## src/rtl/core/umep_pkg.sv

```systemverilog
`timescale 1ns / 1ps

package umep_pkg;

  typedef enum logic [1:0] {
    ST_OK        = 2'd0,
    ST_BAD_CABLE = 2'd1,
    ST_BAD_MSG   = 2'd2
  } status_t;

  localparam logic [7:0] SX_START = 8'hF0;
  localparam logic [7:0] SX_END   = 8'hF7;

  localparam logic [7:0] SYS_MTC_QF    = 8'hF1;
  localparam logic [7:0] SYS_SONG_POS  = 8'hF2;
  localparam logic [7:0] SYS_SONG_SEL  = 8'hF3;
  localparam logic [7:0] SYS_TUNE_REQ  = 8'hF6;
  localparam logic [7:0] RT_CLOCK      = 8'hF8;
  localparam logic [7:0] RT_START      = 8'hFA;
  localparam logic [7:0] RT_CONTINUE   = 8'hFB;
  localparam logic [7:0] RT_STOP       = 8'hFC;
  localparam logic [7:0] RT_SENSING    = 8'hFE;
  localparam logic [7:0] RT_RESET      = 8'hFF;

  localparam logic [3:0] CIN_NONE      = 4'h0;
  localparam logic [3:0] CIN_SYS_TWO   = 4'h2;
  localparam logic [3:0] CIN_SYS_THREE = 4'h3;
  localparam logic [3:0] CIN_SX_CONT   = 4'h4;
  localparam logic [3:0] CIN_ONE_BYTE  = 4'h5;
  localparam logic [3:0] CIN_SX_END2   = 4'h6;
  localparam logic [3:0] CIN_SX_END3   = 4'h7;
  localparam logic [3:0] CIN_PGM_CHG   = 4'hC;
  localparam logic [3:0] CIN_CH_PRESS  = 4'hD;
  localparam logic [3:0] CIN_SINGLE    = 4'hF;

  typedef struct packed {
    logic [7:0] midi_byte0;
    logic [7:0] midi_byte1;
    logic [7:0] midi_byte2;
    logic [7:0] cable_number;
  } event_t;

  typedef struct packed {
    status_t    status;
    logic [7:0] header_byte;
    logic [7:0] packet_byte1;
    logic [7:0] packet_byte2;
    logic [7:0] packet_byte3;
    logic [1:0] message_length;
  } packet_t;

endpackage

```

## src/rtl/core/umep_event_if.sv

```systemverilog
`timescale 1ns / 1ps

interface umep_event_if;
  logic       valid;
  logic       ready;
  logic [7:0] midi_byte0;
  logic [7:0] midi_byte1;
  logic [7:0] midi_byte2;
  logic [7:0] cable_number;

  modport source (
    output valid, midi_byte0, midi_byte1, midi_byte2, cable_number,
    input  ready
  );

  modport sink (
    input  valid, midi_byte0, midi_byte1, midi_byte2, cable_number,
    output ready
  );
endinterface

```

## src/rtl/core/umep_packet_if.sv

```systemverilog
`timescale 1ns / 1ps

interface umep_packet_if;
  logic       valid;
  logic       ready;
  logic [1:0] status;
  logic [7:0] header_byte;
  logic [7:0] packet_byte1;
  logic [7:0] packet_byte2;
  logic [7:0] packet_byte3;
  logic [1:0] message_length;

  modport source (
    output valid, status, header_byte, packet_byte1, packet_byte2, packet_byte3,
    output message_length,
    input  ready
  );

  modport sink (
    input  valid, status, header_byte, packet_byte1, packet_byte2, packet_byte3,
    input  message_length,
    output ready
  );
endinterface

```

## src/rtl/core/usb_midi_event_packer.sv

```systemverilog
// USB MIDI event packer: turns up to three MIDI bytes and a virtual cable
// number into one four-byte USB MIDI event packet (header = cable << 4 | code
// index number, then the carried MIDI bytes zero padded) with a status code
// and the carried byte count. Every input beat yields exactly one output beat,
// in order. The block takes one beat per clock while the output is not stalled;
// each beat passes through the input register and then the output register,
// with the whole decode in combinational logic between.
// The input register refills in the cycle that it hands its beat on, so beats
// stream back to back; while a result waits at the output, one more beat is
// taken into an empty input register and then the input stalls.
// Cable numbers of 16 or more report a bad cable, any
// unrecognized byte pattern a bad message; either error zeroes all other fields.
`timescale 1ns / 1ps

module usb_midi_event_packer (
  input  logic          clk,
  input  logic          rst,
  umep_event_if.sink    event_in,
  umep_packet_if.source packet_out
);

  logic              in_valid;
  umep_pkg::event_t  in_reg;
  logic              out_valid;
  umep_pkg::packet_t out_reg;
  umep_pkg::packet_t enc;
  logic              out_free;
  logic              in_free;

  assign out_free = ~out_valid | packet_out.ready;
  assign in_free  = ~in_valid | out_free;

  assign event_in.ready = in_free;

  umep_encoder u_encoder (
    .evt (in_reg),
    .pkt (enc)
  );

  always_ff @(posedge clk) begin
    if (rst) begin
      in_valid  <= 1'b0;
      out_valid <= 1'b0;
    end else begin
      if (in_free) begin
        in_valid <= event_in.valid;
      end
      if (out_free) begin
        out_valid <= in_valid;
      end
    end
  end

  always_ff @(posedge clk) begin
    if (in_free && event_in.valid) begin
      in_reg <= '{midi_byte0:   event_in.midi_byte0,
                  midi_byte1:   event_in.midi_byte1,
                  midi_byte2:   event_in.midi_byte2,
                  cable_number: event_in.cable_number};
    end
    if (out_free && in_valid) begin
      out_reg <= enc;
    end
  end

  assign packet_out.valid          = out_valid;
  assign packet_out.status         = out_reg.status;
  assign packet_out.header_byte    = out_reg.header_byte;
  assign packet_out.packet_byte1   = out_reg.packet_byte1;
  assign packet_out.packet_byte2   = out_reg.packet_byte2;
  assign packet_out.packet_byte3   = out_reg.packet_byte3;
  assign packet_out.message_length = out_reg.message_length;

endmodule

```

## src/rtl/core/umep_encoder.sv

```systemverilog
`timescale 1ns / 1ps

module umep_encoder (
  input  umep_pkg::event_t  evt,
  output umep_pkg::packet_t pkt
);

  logic [3:0] cin;
  logic [1:0] len;
  logic       d0;
  logic       d1;
  logic       d2;

  assign d0 = ~evt.midi_byte0[7];
  assign d1 = ~evt.midi_byte1[7];
  assign d2 = ~evt.midi_byte2[7];

  // code index number, in priority order
  always_comb begin
    cin = umep_pkg::CIN_NONE;
    if (evt.midi_byte0[7:4] inside {[4'h8:4'hE]}) begin
      cin = evt.midi_byte0[7:4];
    end else begin
      case (evt.midi_byte0) inside
        umep_pkg::SYS_MTC_QF, umep_pkg::SYS_SONG_SEL: cin = umep_pkg::CIN_SYS_TWO;
        umep_pkg::SYS_SONG_POS: cin = umep_pkg::CIN_SYS_THREE;
        umep_pkg::SYS_TUNE_REQ: cin = umep_pkg::CIN_ONE_BYTE;
        umep_pkg::RT_CLOCK, umep_pkg::RT_START, umep_pkg::RT_CONTINUE,
        umep_pkg::RT_STOP, umep_pkg::RT_SENSING, umep_pkg::RT_RESET: begin
          cin = umep_pkg::CIN_SINGLE;
        end
        umep_pkg::SX_START: begin
          if (evt.midi_byte1 == umep_pkg::SX_END) begin
            cin = umep_pkg::CIN_SX_END2;
          end else if (d1 && evt.midi_byte2 == umep_pkg::SX_END) begin
            cin = umep_pkg::CIN_SX_END3;
          end else if (d1 && d2) begin
            cin = umep_pkg::CIN_SX_CONT;
          end
        end
        umep_pkg::SX_END: cin = umep_pkg::CIN_ONE_BYTE;
        default: begin
          if (d0) begin
            if (d1 && d2) begin
              cin = umep_pkg::CIN_SX_CONT;
            end else if (d1 && evt.midi_byte2 == umep_pkg::SX_END) begin
              cin = umep_pkg::CIN_SX_END3;
            end else if (evt.midi_byte1 == umep_pkg::SX_END) begin
              cin = umep_pkg::CIN_SX_END2;
            end
          end
        end
      endcase
    end
  end

  always_comb begin
    case (cin) inside
      umep_pkg::CIN_NONE: len = 2'd0;
      umep_pkg::CIN_ONE_BYTE, umep_pkg::CIN_SINGLE: len = 2'd1;
      umep_pkg::CIN_SYS_TWO, umep_pkg::CIN_SX_END2, umep_pkg::CIN_PGM_CHG,
      umep_pkg::CIN_CH_PRESS: len = 2'd2;
      default: len = 2'd3;
    endcase
  end

  always_comb begin
    pkt = '0;
    if (evt.cable_number[7:4] != 4'd0) begin
      pkt.status = umep_pkg::ST_BAD_CABLE;
    end else if (len == 2'd0) begin
      pkt.status = umep_pkg::ST_BAD_MSG;
    end else begin
      pkt.status         = umep_pkg::ST_OK;
      pkt.header_byte    = {evt.cable_number[3:0], cin};
      pkt.packet_byte1   = evt.midi_byte0;
      pkt.packet_byte2   = (len >= 2'd2) ? evt.midi_byte1 : 8'd0;
      pkt.packet_byte3   = (len == 2'd3) ? evt.midi_byte2 : 8'd0;
      pkt.message_length = len;
    end
  end

endmodule

```

## src/flat_wrapper.sv

```systemverilog
// flat-port wrapper written by rule: the top's interface ports become plain ports
module usb_midi_event_packer_flat 
  (clk, rst, event_in_valid, event_in_midi_byte0, event_in_midi_byte1, event_in_midi_byte2, event_in_cable_number, event_in_ready, packet_out_valid, packet_out_status, packet_out_header_byte, packet_out_packet_byte1, packet_out_packet_byte2, packet_out_packet_byte3, packet_out_message_length, packet_out_ready);
  umep_event_if event_in_i ();
  umep_packet_if packet_out_i ();
  input  logic clk;
  input  logic rst;
  input wire logic [$bits(event_in_i.valid)-1:0] event_in_valid;
  input wire logic [$bits(event_in_i.midi_byte0)-1:0] event_in_midi_byte0;
  input wire logic [$bits(event_in_i.midi_byte1)-1:0] event_in_midi_byte1;
  input wire logic [$bits(event_in_i.midi_byte2)-1:0] event_in_midi_byte2;
  input wire logic [$bits(event_in_i.cable_number)-1:0] event_in_cable_number;
  output wire logic [$bits(event_in_i.ready)-1:0] event_in_ready;
  output wire logic [$bits(packet_out_i.valid)-1:0] packet_out_valid;
  output wire logic [$bits(packet_out_i.status)-1:0] packet_out_status;
  output wire logic [$bits(packet_out_i.header_byte)-1:0] packet_out_header_byte;
  output wire logic [$bits(packet_out_i.packet_byte1)-1:0] packet_out_packet_byte1;
  output wire logic [$bits(packet_out_i.packet_byte2)-1:0] packet_out_packet_byte2;
  output wire logic [$bits(packet_out_i.packet_byte3)-1:0] packet_out_packet_byte3;
  output wire logic [$bits(packet_out_i.message_length)-1:0] packet_out_message_length;
  input wire logic [$bits(packet_out_i.ready)-1:0] packet_out_ready;
  assign event_in_i.valid = event_in_valid;
  assign event_in_i.midi_byte0 = event_in_midi_byte0;
  assign event_in_i.midi_byte1 = event_in_midi_byte1;
  assign event_in_i.midi_byte2 = event_in_midi_byte2;
  assign event_in_i.cable_number = event_in_cable_number;
  assign event_in_ready = event_in_i.ready;
  assign packet_out_valid = packet_out_i.valid;
  assign packet_out_status = packet_out_i.status;
  assign packet_out_header_byte = packet_out_i.header_byte;
  assign packet_out_packet_byte1 = packet_out_i.packet_byte1;
  assign packet_out_packet_byte2 = packet_out_i.packet_byte2;
  assign packet_out_packet_byte3 = packet_out_i.packet_byte3;
  assign packet_out_message_length = packet_out_i.message_length;
  assign packet_out_i.ready = packet_out_ready;
  usb_midi_event_packer u_core (.clk(clk), .rst(rst), .event_in(event_in_i), .packet_out(packet_out_i));
endmodule
```

## config.mk

```make
export PLATFORM = sky130hd
export DESIGN_NAME = usb_midi_event_packer_flat
export DESIGN_NICKNAME = d
export VERILOG_FILES = /design/src/rtl/core/umep_pkg.sv /design/src/rtl/core/umep_event_if.sv /design/src/rtl/core/umep_packet_if.sv /design/src/rtl/core/usb_midi_event_packer.sv /design/src/rtl/core/umep_encoder.sv /design/src/flat_wrapper.sv
export SDC_FILE = /design/constraint.sdc
export NUM_CORES = 1
export LEC_CHECK = 0
export ABC_AREA = 1
export ABC_CLOCK_PERIOD_IN_PS = 5100
export BUFFER_PORTS_ARGS = -buffer_cell sky130_fd_sc_hd__buf_2
export CAP_MARGIN = 20
export CORE_ASPECT_RATIO = 0.6
export CORE_UTILIZATION = 55
export DETAILED_ROUTE_END_ITERATION = 6
export HOLD_SLACK_MARGIN = 0.02
export MAX_ROUTING_LAYER = met4
export PLACE_DENSITY = 0.83
export SLEW_MARGIN = 20
export SYNTH_ARGS = -nofsm -noshare
export SYNTH_HDL_FRONTEND = slang
export SYNTH_SLANG_ARGS = --single-unit
```

## constraint.sdc

```tcl
create_clock -name clk -period 5.1 [get_ports clk]
set_input_delay 0.255 -clock clk [delete_from_list [all_inputs] [get_ports clk]]
set_output_delay 0.255 -clock clk [all_outputs]
set_load 0.03 [all_outputs]
```

# Yosys cells after proc, flatten, opt, wreduce, memory -nomap -nowiden
# Index checks and enable logic that the tools add are counted.
totals:
  register_bits: 70
  in_bits: 36
  out_inout_bits: 38
classes:
  order_cmp: 3
  n_eq_ne: 21
  muxes: 18
  bitwise_logic: 8
  n_reduce_logical: 15
ops:
  columns: ["cell", "n"]
  rows:
  - ["$eq A8 B8 Y1 const B", 14]
  - ["$mux W4", 8]
  - ["$mux W3", 6]
  - ["$eq A4 B4 Y1 const B", 3]
  - ["$eq A4 B3 Y1 const B", 2]
  - ["$mux W2", 3]
  - ["$not A1 Y1", 6]
  - ["$reduce_or A2 Y1", 3]
  - ["$reduce_or A3 Y1", 2]
  - ["$reduce_or A6 Y1", 1]
  - ["$logic_and A1 B1 Y1", 5]
  - ["$eq A4 B2 Y1 const B", 1]
  - ["$ge A4 B4 Y1 const B", 1]
  - ["$le A4 B4 Y1 const B", 1]
  - ["$logic_not A4 Y1", 1]
  - ["$reduce_bool A4 Y1", 1]
  - ["$reduce_or A4 Y1", 1]
  - ["$eq A2 B2 Y1 const B", 1]
  - ["$ge A2 B2 Y1 const B", 1]
  - ["$logic_not A2 Y1", 1]
  - ["$or A1 B1 Y1", 2]
  - ["$mux W1", 1]

# Logic depth before layout (Yosys ltp)
logic_depth:
  depth_word: 20
  depth_mapped: 13
  ltp_nobuf: 13

# Cells and area by module
# A second synthesis with hierarchy kept.
hier_totals:
  hier_cells: 221
  area_unflattened_um2: 2763.9
by_module_without_submodules:
  columns: ["module", "instances", "cells_each", "area_per_inst_um2", "seq_area_each_um2"]
  rows:
  - ["usb_midi_event_packer", 1, 80, 2133.3, 2082.0]
  - ["umep_encoder", 1, 141, 630.6, 0.0]

# Least setup slack after synthesis
# Ideal clock, no wire load.
synth_path:
  kind: "register to register"
  startpoint: "register u_core.out_valid (netlist: u_core.packet_out.valid)"
  endpoint: "register u_core.out_reg (netlist bit u_core.packet_out.header_byte[0]), enable pin"
  setup_ns: 0.441
  arrival_time_ns: 2.263
  slack_ns: 2.396
  stages_incl_launch_ff: 2
  path_buffers: 0
  synth_period_minus_slack_ns: 2.704
  cell_sequence: "dfxtp_1 a21oi_1"
synth_between:
  elab_chain_len: 3
synth_lines:
  columns: ["element", "line", "text"]
  rows:
  - ["start, declared", "usb_midi_event_packer.sv:24", "logic out_valid;"]
  - ["start signal, assigned", "usb_midi_event_packer.sv:49", "out_valid <= in_valid;"]
  - ["$not A1 Y1", "usb_midi_event_packer.sv:30", "assign out_free = ~out_valid | packet_out.ready;"]
  - ["$or A1 B1 Y1", "usb_midi_event_packer.sv:30", null]
  - ["$logic_and A1 B1 Y1", "usb_midi_event_packer.sv:61", "if (out_free && in_valid) begin"]
  - ["end signal, assigned", "usb_midi_event_packer.sv:62", "out_reg <= enc;"]
  - ["end, declared", "usb_midi_event_packer.sv:25", "umep_pkg::packet_t out_reg;"]
# No other way between the ends.
# A chain may end at the register's enable or synchronous reset.

# Final worst setup path
layout_path:
  startpoint: "register u_core.in_reg[25] (netlist bit)"
  endpoint: "register u_core.out_reg (netlist bit u_core.packet_out.packet_byte2[6]), data pin"
layout_between:
  elab_chain_len: 16
  elab_cells_between_ends: 37
  classes_between: "1 x order compare; 18 x eq/ne; 10 x mux; 1 x bitwise; 7 x reduce/logical"
layout_lines:
  columns: ["element", "line", "text"]
  rows:
  - ["start, declared", "usb_midi_event_packer.sv:23", "umep_pkg::event_t in_reg;"]
  - ["start signal, assigned", "usb_midi_event_packer.sv:56", "in_reg <= '{midi_byte0: event_in.midi_byte0,"]
  - ["$eq A8 B8 Y1 (no source line)", null, null]
  - ["$mux W4 (5 in series)", "umep_encoder.sv:24", "case (evt.midi_byte0) inside"]
  - ["$mux W4 (*)", "umep_encoder.sv:24", null]
  - ["$mux W4 (*)", "umep_encoder.sv:21", "if (evt.midi_byte0[7:4] inside {[4'h8:4'hE]}) begin"]
  - ["$eq A4 B2 Y1 (no source line), or another cell as far along", null, null]
  - ["$reduce_or A4 Y1", "umep_encoder.sv:58", "case (cin) inside"]
  - ["$mux W1", "umep_encoder.sv:58", null]
  - ["$mux W2", "umep_encoder.sv:58", null]
  - ["$mux W2 (*)", "umep_encoder.sv:58", null]
  - ["$ge A2 B2 Y1", "umep_encoder.sv:77", "pkt.packet_byte2 = (len >= 2'd2) ? evt.midi_byte1 : 8'd0;"]
  - ["$not A1 Y1 (no source line)", null, null]
  - ["$reduce_or A3 Y1 (no source line) (*)", null, null]
# Mark *: on every way between the ends. The rest lies on a longest branch, timed or not.

==> run_results.csv <==
group,metric,value,unit
global_routing,grtUsageMet3,6.40,%
power_and_ir_drop,power_switching,273,uW
logic_synthesis,synth_area_per_cell,12.6,um^2
power_and_ir_drop,power_density,345,nW/um^2
worst_setup_path,timing.rr.end,"u_core.packet_out.packet_byte2[6]$_SDFFCE_PP0P_",
cts,clkSinkCount,70,
detailed_routing,dr.pass1.iters,5,
logic_synthesis,ys_types,21,
power_and_ir_drop,p_leak,0.00162,uW
power_and_ir_drop,intPower,938,uW
worst_setup_path,path_max_fanout,16,
worst_setup_path,end_kind,"register",
sta,worstMarginPinSlew,0.663,ns
detailed_routing,avgViaCountPerCell,4.85,
floorplanning,pin_count,74,
cts,htreeDepth,3,
global_routing,grtUsageMet2,30.3,%
floorplanning,dieArea,5440,um^2
power_and_ir_drop,seqPwrFrac,55.3,%
logic_synthesis,ys_seq_area_share,73.7,%
worst_setup_path,crit_start,"u_core.in_reg[25]$_DFFE_PP_",
logic_synthesis,ys_seq_elements,70,
global_routing,busiest_layer,"met2",
logic_synthesis,synth-async-reset-ratio,0,%
logic_synthesis,synth_simple_gate_area_share,19.2,%
cells_and_area,largest_reg_flops,32,
logic_synthesis,synth_area_leaders,"edfxtp_1, inv_1, nor2_1, nand2_1, nor2_2",
floorplanning,die_h,57.5,um
worst_setup_path,r2r_setup_slack,3.20,ns
detailed_routing,ant_nets,0,
cts,cts_resized,0,
cts,clk_latency,0.34,ns
worst_setup_path,critPathBufInv,2,
logic_synthesis,synth-main-ff-cell,"edfxtp_1",
logic_synthesis,synth_top_family_by_area,"simple AND/OR/NAND/NOR gates",
logic_synthesis,syn-num-nets,261,
cells_and_area,final_nets,345,
sta,max_slew_margin,55.4,%
worst_setup_path,crit_end,"u_core.packet_out.packet_byte2[6]$_SDFFCE_PP0P_",
cts,path_clk_slew,0.07,ns
power_and_ir_drop,irDropWorstVdd,0.226,mV
sta,fin_crit,1.90,ns
logic_synthesis,netlist_top_cells_count,"edfxtp_1, inv_1, nor2_1, nand2_1, nand3_1",
worst_setup_path,reg2regPathDepth,10,
worst_setup_path,slowest_stage,"edfxtp_1",
logic_synthesis,synth_compound_area_share,1.28,%
global_routing,grt_pass1_vias,1691,
cts,cts_made_buffers,9,
logic_synthesis,synth_edf_count,68,
sta,fin_skew,0.00883,ns
logic_synthesis,synthMuxAreaShare,0,%
sta,setup_violations,0,
power_and_ir_drop,pwr-share-clk,37.1,%
global_routing,grt-ovfl-total,0,
sta,drv_slew,0,
detailed_routing,post_drt_wl_per_cell,12.8,um
min_path,min_path_type,"primary input to register",
detailed_routing,drc,0,
sta,rsz0062_at_grt,"false",
outcome,status,"finished, final reports clean",
power_and_ir_drop,p_sw_share,22.5,%
worst_setup_path,critPathLaunchType,"register",
place,hpwl,3440,um
job,cap_violations,0,
floorplanning,core.rowCount,19,
detailed_routing,routed_wl,4840,um
global_routing,grt_max_degree,37,
detailed_routing,drt_iter0_markers,152,
worst_setup_path,required,5.19,ns
floorplanning,die_w,94.5,um
worst_setup_path,crit_chain,"inv_1, nand2_1, nand3_4, nand2_1, nor2_2, nand4_2, nand2_4, nor2_8, inv_2, nor2_1",
sta,max_freq,527,MHz
global_routing,grt_util_met1,27.7,%
global_routing,grt_pass1_wl,7760,um
power_and_ir_drop,totalPowerFinal,1210,uW
sta,fin_setup_tns,0,ns
global_routing,antenna_found_initial,0,
sta,fin_crit_sh,37.2,%
worst_setup_path,cpPeakStageDelay,0.43,ns
logic_synthesis,syn_area,2830,um^2
worst_setup_path,crit_family,"simple AND/OR/NAND/NOR gates",
worst_setup_path,arrival,1.99,ns
place,gp_congestion,0.878,
worst_setup_path,worst-path-stages,10,
worst_setup_path,rr_startpoint,"u_core.in_reg[25]$_DFFE_PP_",
worst_setup_path,crit_type,"register to register",
power_and_ir_drop,pwr-share-comb,7.5,%
logic_synthesis,synth_cells,225,
cts,ctsHoldBuffers,0,
cts,cts_setup_buffers,0,
sta,finalHoldViolCount,0,
logic_synthesis,yosys.area_share.adder,0,%
cts,cts_tree,"done",
cells_and_area,area_delta_synth_final,24.2,%
floorplanning,core_area,4750,um^2
worst_setup_path,crit_top_cell,"nand2_1",
logic_synthesis,yosysMostFrequentCell,"edfxtp_1",
logic_synthesis,netlist.area_leader.share,72.3,%
floorplanning,initial_core_util,59.4,%
logic_synthesis,yosysWarningCount,0,
cells_and_area,drive_gt1_share,36.6,%
cts,clockRootBuffer,"clkbuf_8",
place,port_buffers,73,
global_routing,gr-usage-all-layers,21.0,%
logic_synthesis,post-synth-top-area-cell,"edfxtp_1",
cts,clockBufferDepth,2,
detailed_routing,vias,1830,
cells_and_area,antennaDiodeCount,0,
logic_synthesis,synthXorXnorAreaFrac,0,%
==> per-layer routing <==
metal / vias up / wire length, um
met5: - / 0
met4: 0 / 64
met3: 11 / 434
met2: 95 / 2150
met1: 818 / 2180
li1: 906 / -
==> cells by family (layout without fill, tap and decap cells) <==
| group | count (synthesis) | in the layout |
|---|---|---|
| DFF | 70 | 70 |
| buffers and inverters | 43 | 132 |
| and+or+nand+nor | 105 | 105 |
| AOI/OAI and AO/OA | 7 | 7 |
==> layout make-up <==
cell class	count	area [um^2]
Timing Repair Buffer	74	393
Tap cell	63	78.8
Multi-Input combinational cell	112	589
Sequential cell	70	2080
Fill cell	314	1240
Clock inverter	5	57.6
Inverter	42	158
Clock buffer	11	151
==> worst min path at each step <==
stage	from	endpoint	slack, ns	cells after the start
floorplan	rst	u_core.in_valid$_SDFFE_PP0N_	0.32	1
detailed placement	event_in_midi_byte2[1]	u_core.in_reg[9]$_DFFE_PP_	0.43	1
global placement	rst	u_core.packet_out.valid$_SDFFE_PP0P_	0.43	2
CTS	rst	u_core.packet_out.valid$_SDFFE_PP0P_	0.07	2
finish	rst	u_core.packet_out.valid$_SDFFE_PP0P_	0.08	2
global route	event_in_midi_byte0[2]	u_core.in_reg[26]$_DFFE_PP_	0.07	1
==> metrics by stage <==
stage                     cells  hold WS (ns)  setup slack (ns)  cell area, um^2  utilization [%]
after floorplan             225         0.324              2.40             2830                -
after global placement      360         0.427              3.26             3270             68.8
after detailed placement    360         0.433              3.23             3270             68.8
after CTS                   376        0.0737              3.22             3480             73.2
after global routing        377        0.0684              3.05             3510             73.8
final                       377        0.0827              3.20             3510             73.8
==> placed cells by master, fill, tap and decap left out, types with 2 or more instances in the layout <==
cell        netlist  final
nand2_2           3      3
nor2_2            9      9
dfxtp_1           2      2
edfxtp_1         68     68
a21oi_1           4      3
buf_2             0     73
inv_2             2      3
clkinvlp_4        0      3
nand3b_1          2      2
nor2_1           36     36
nor2_8            2      2
clkbuf_8          0     11
nand4_1           2      2
nand2_4           3      3
o21ai_0           2      2
nand2_1          34     34
nand3_1          10     10
inv_1            40     39
==> worst reg2reg max path, cell delays in order, from the launching register on <==
cell and delay [ns]:
edfxtp_1 0.43, inv_1 0.13, nand2_1 0.12, nand3_4 0.12, nand2_1 0.07, nor2_2 0.13, nand4_2 0.17, nand2_4 0.23
nor2_8 0.06, inv_2 0.14, nor2_1 0.06
==> power by group through the flow <==
stage | clock [uW] | combinational (uW) | sequential [uW]
after floorplan | 0 | 39.3 | 698
after global placement | 0 | 84.6 | 682
after detailed placement | 0 | 87.1 | 683
after CTS | 456 | 88.1 | 670
after global routing | 482 | 99.6 | 672
final | 449 | 91.1 | 670
Note: power is estimated with default switching activity, not from simulation.
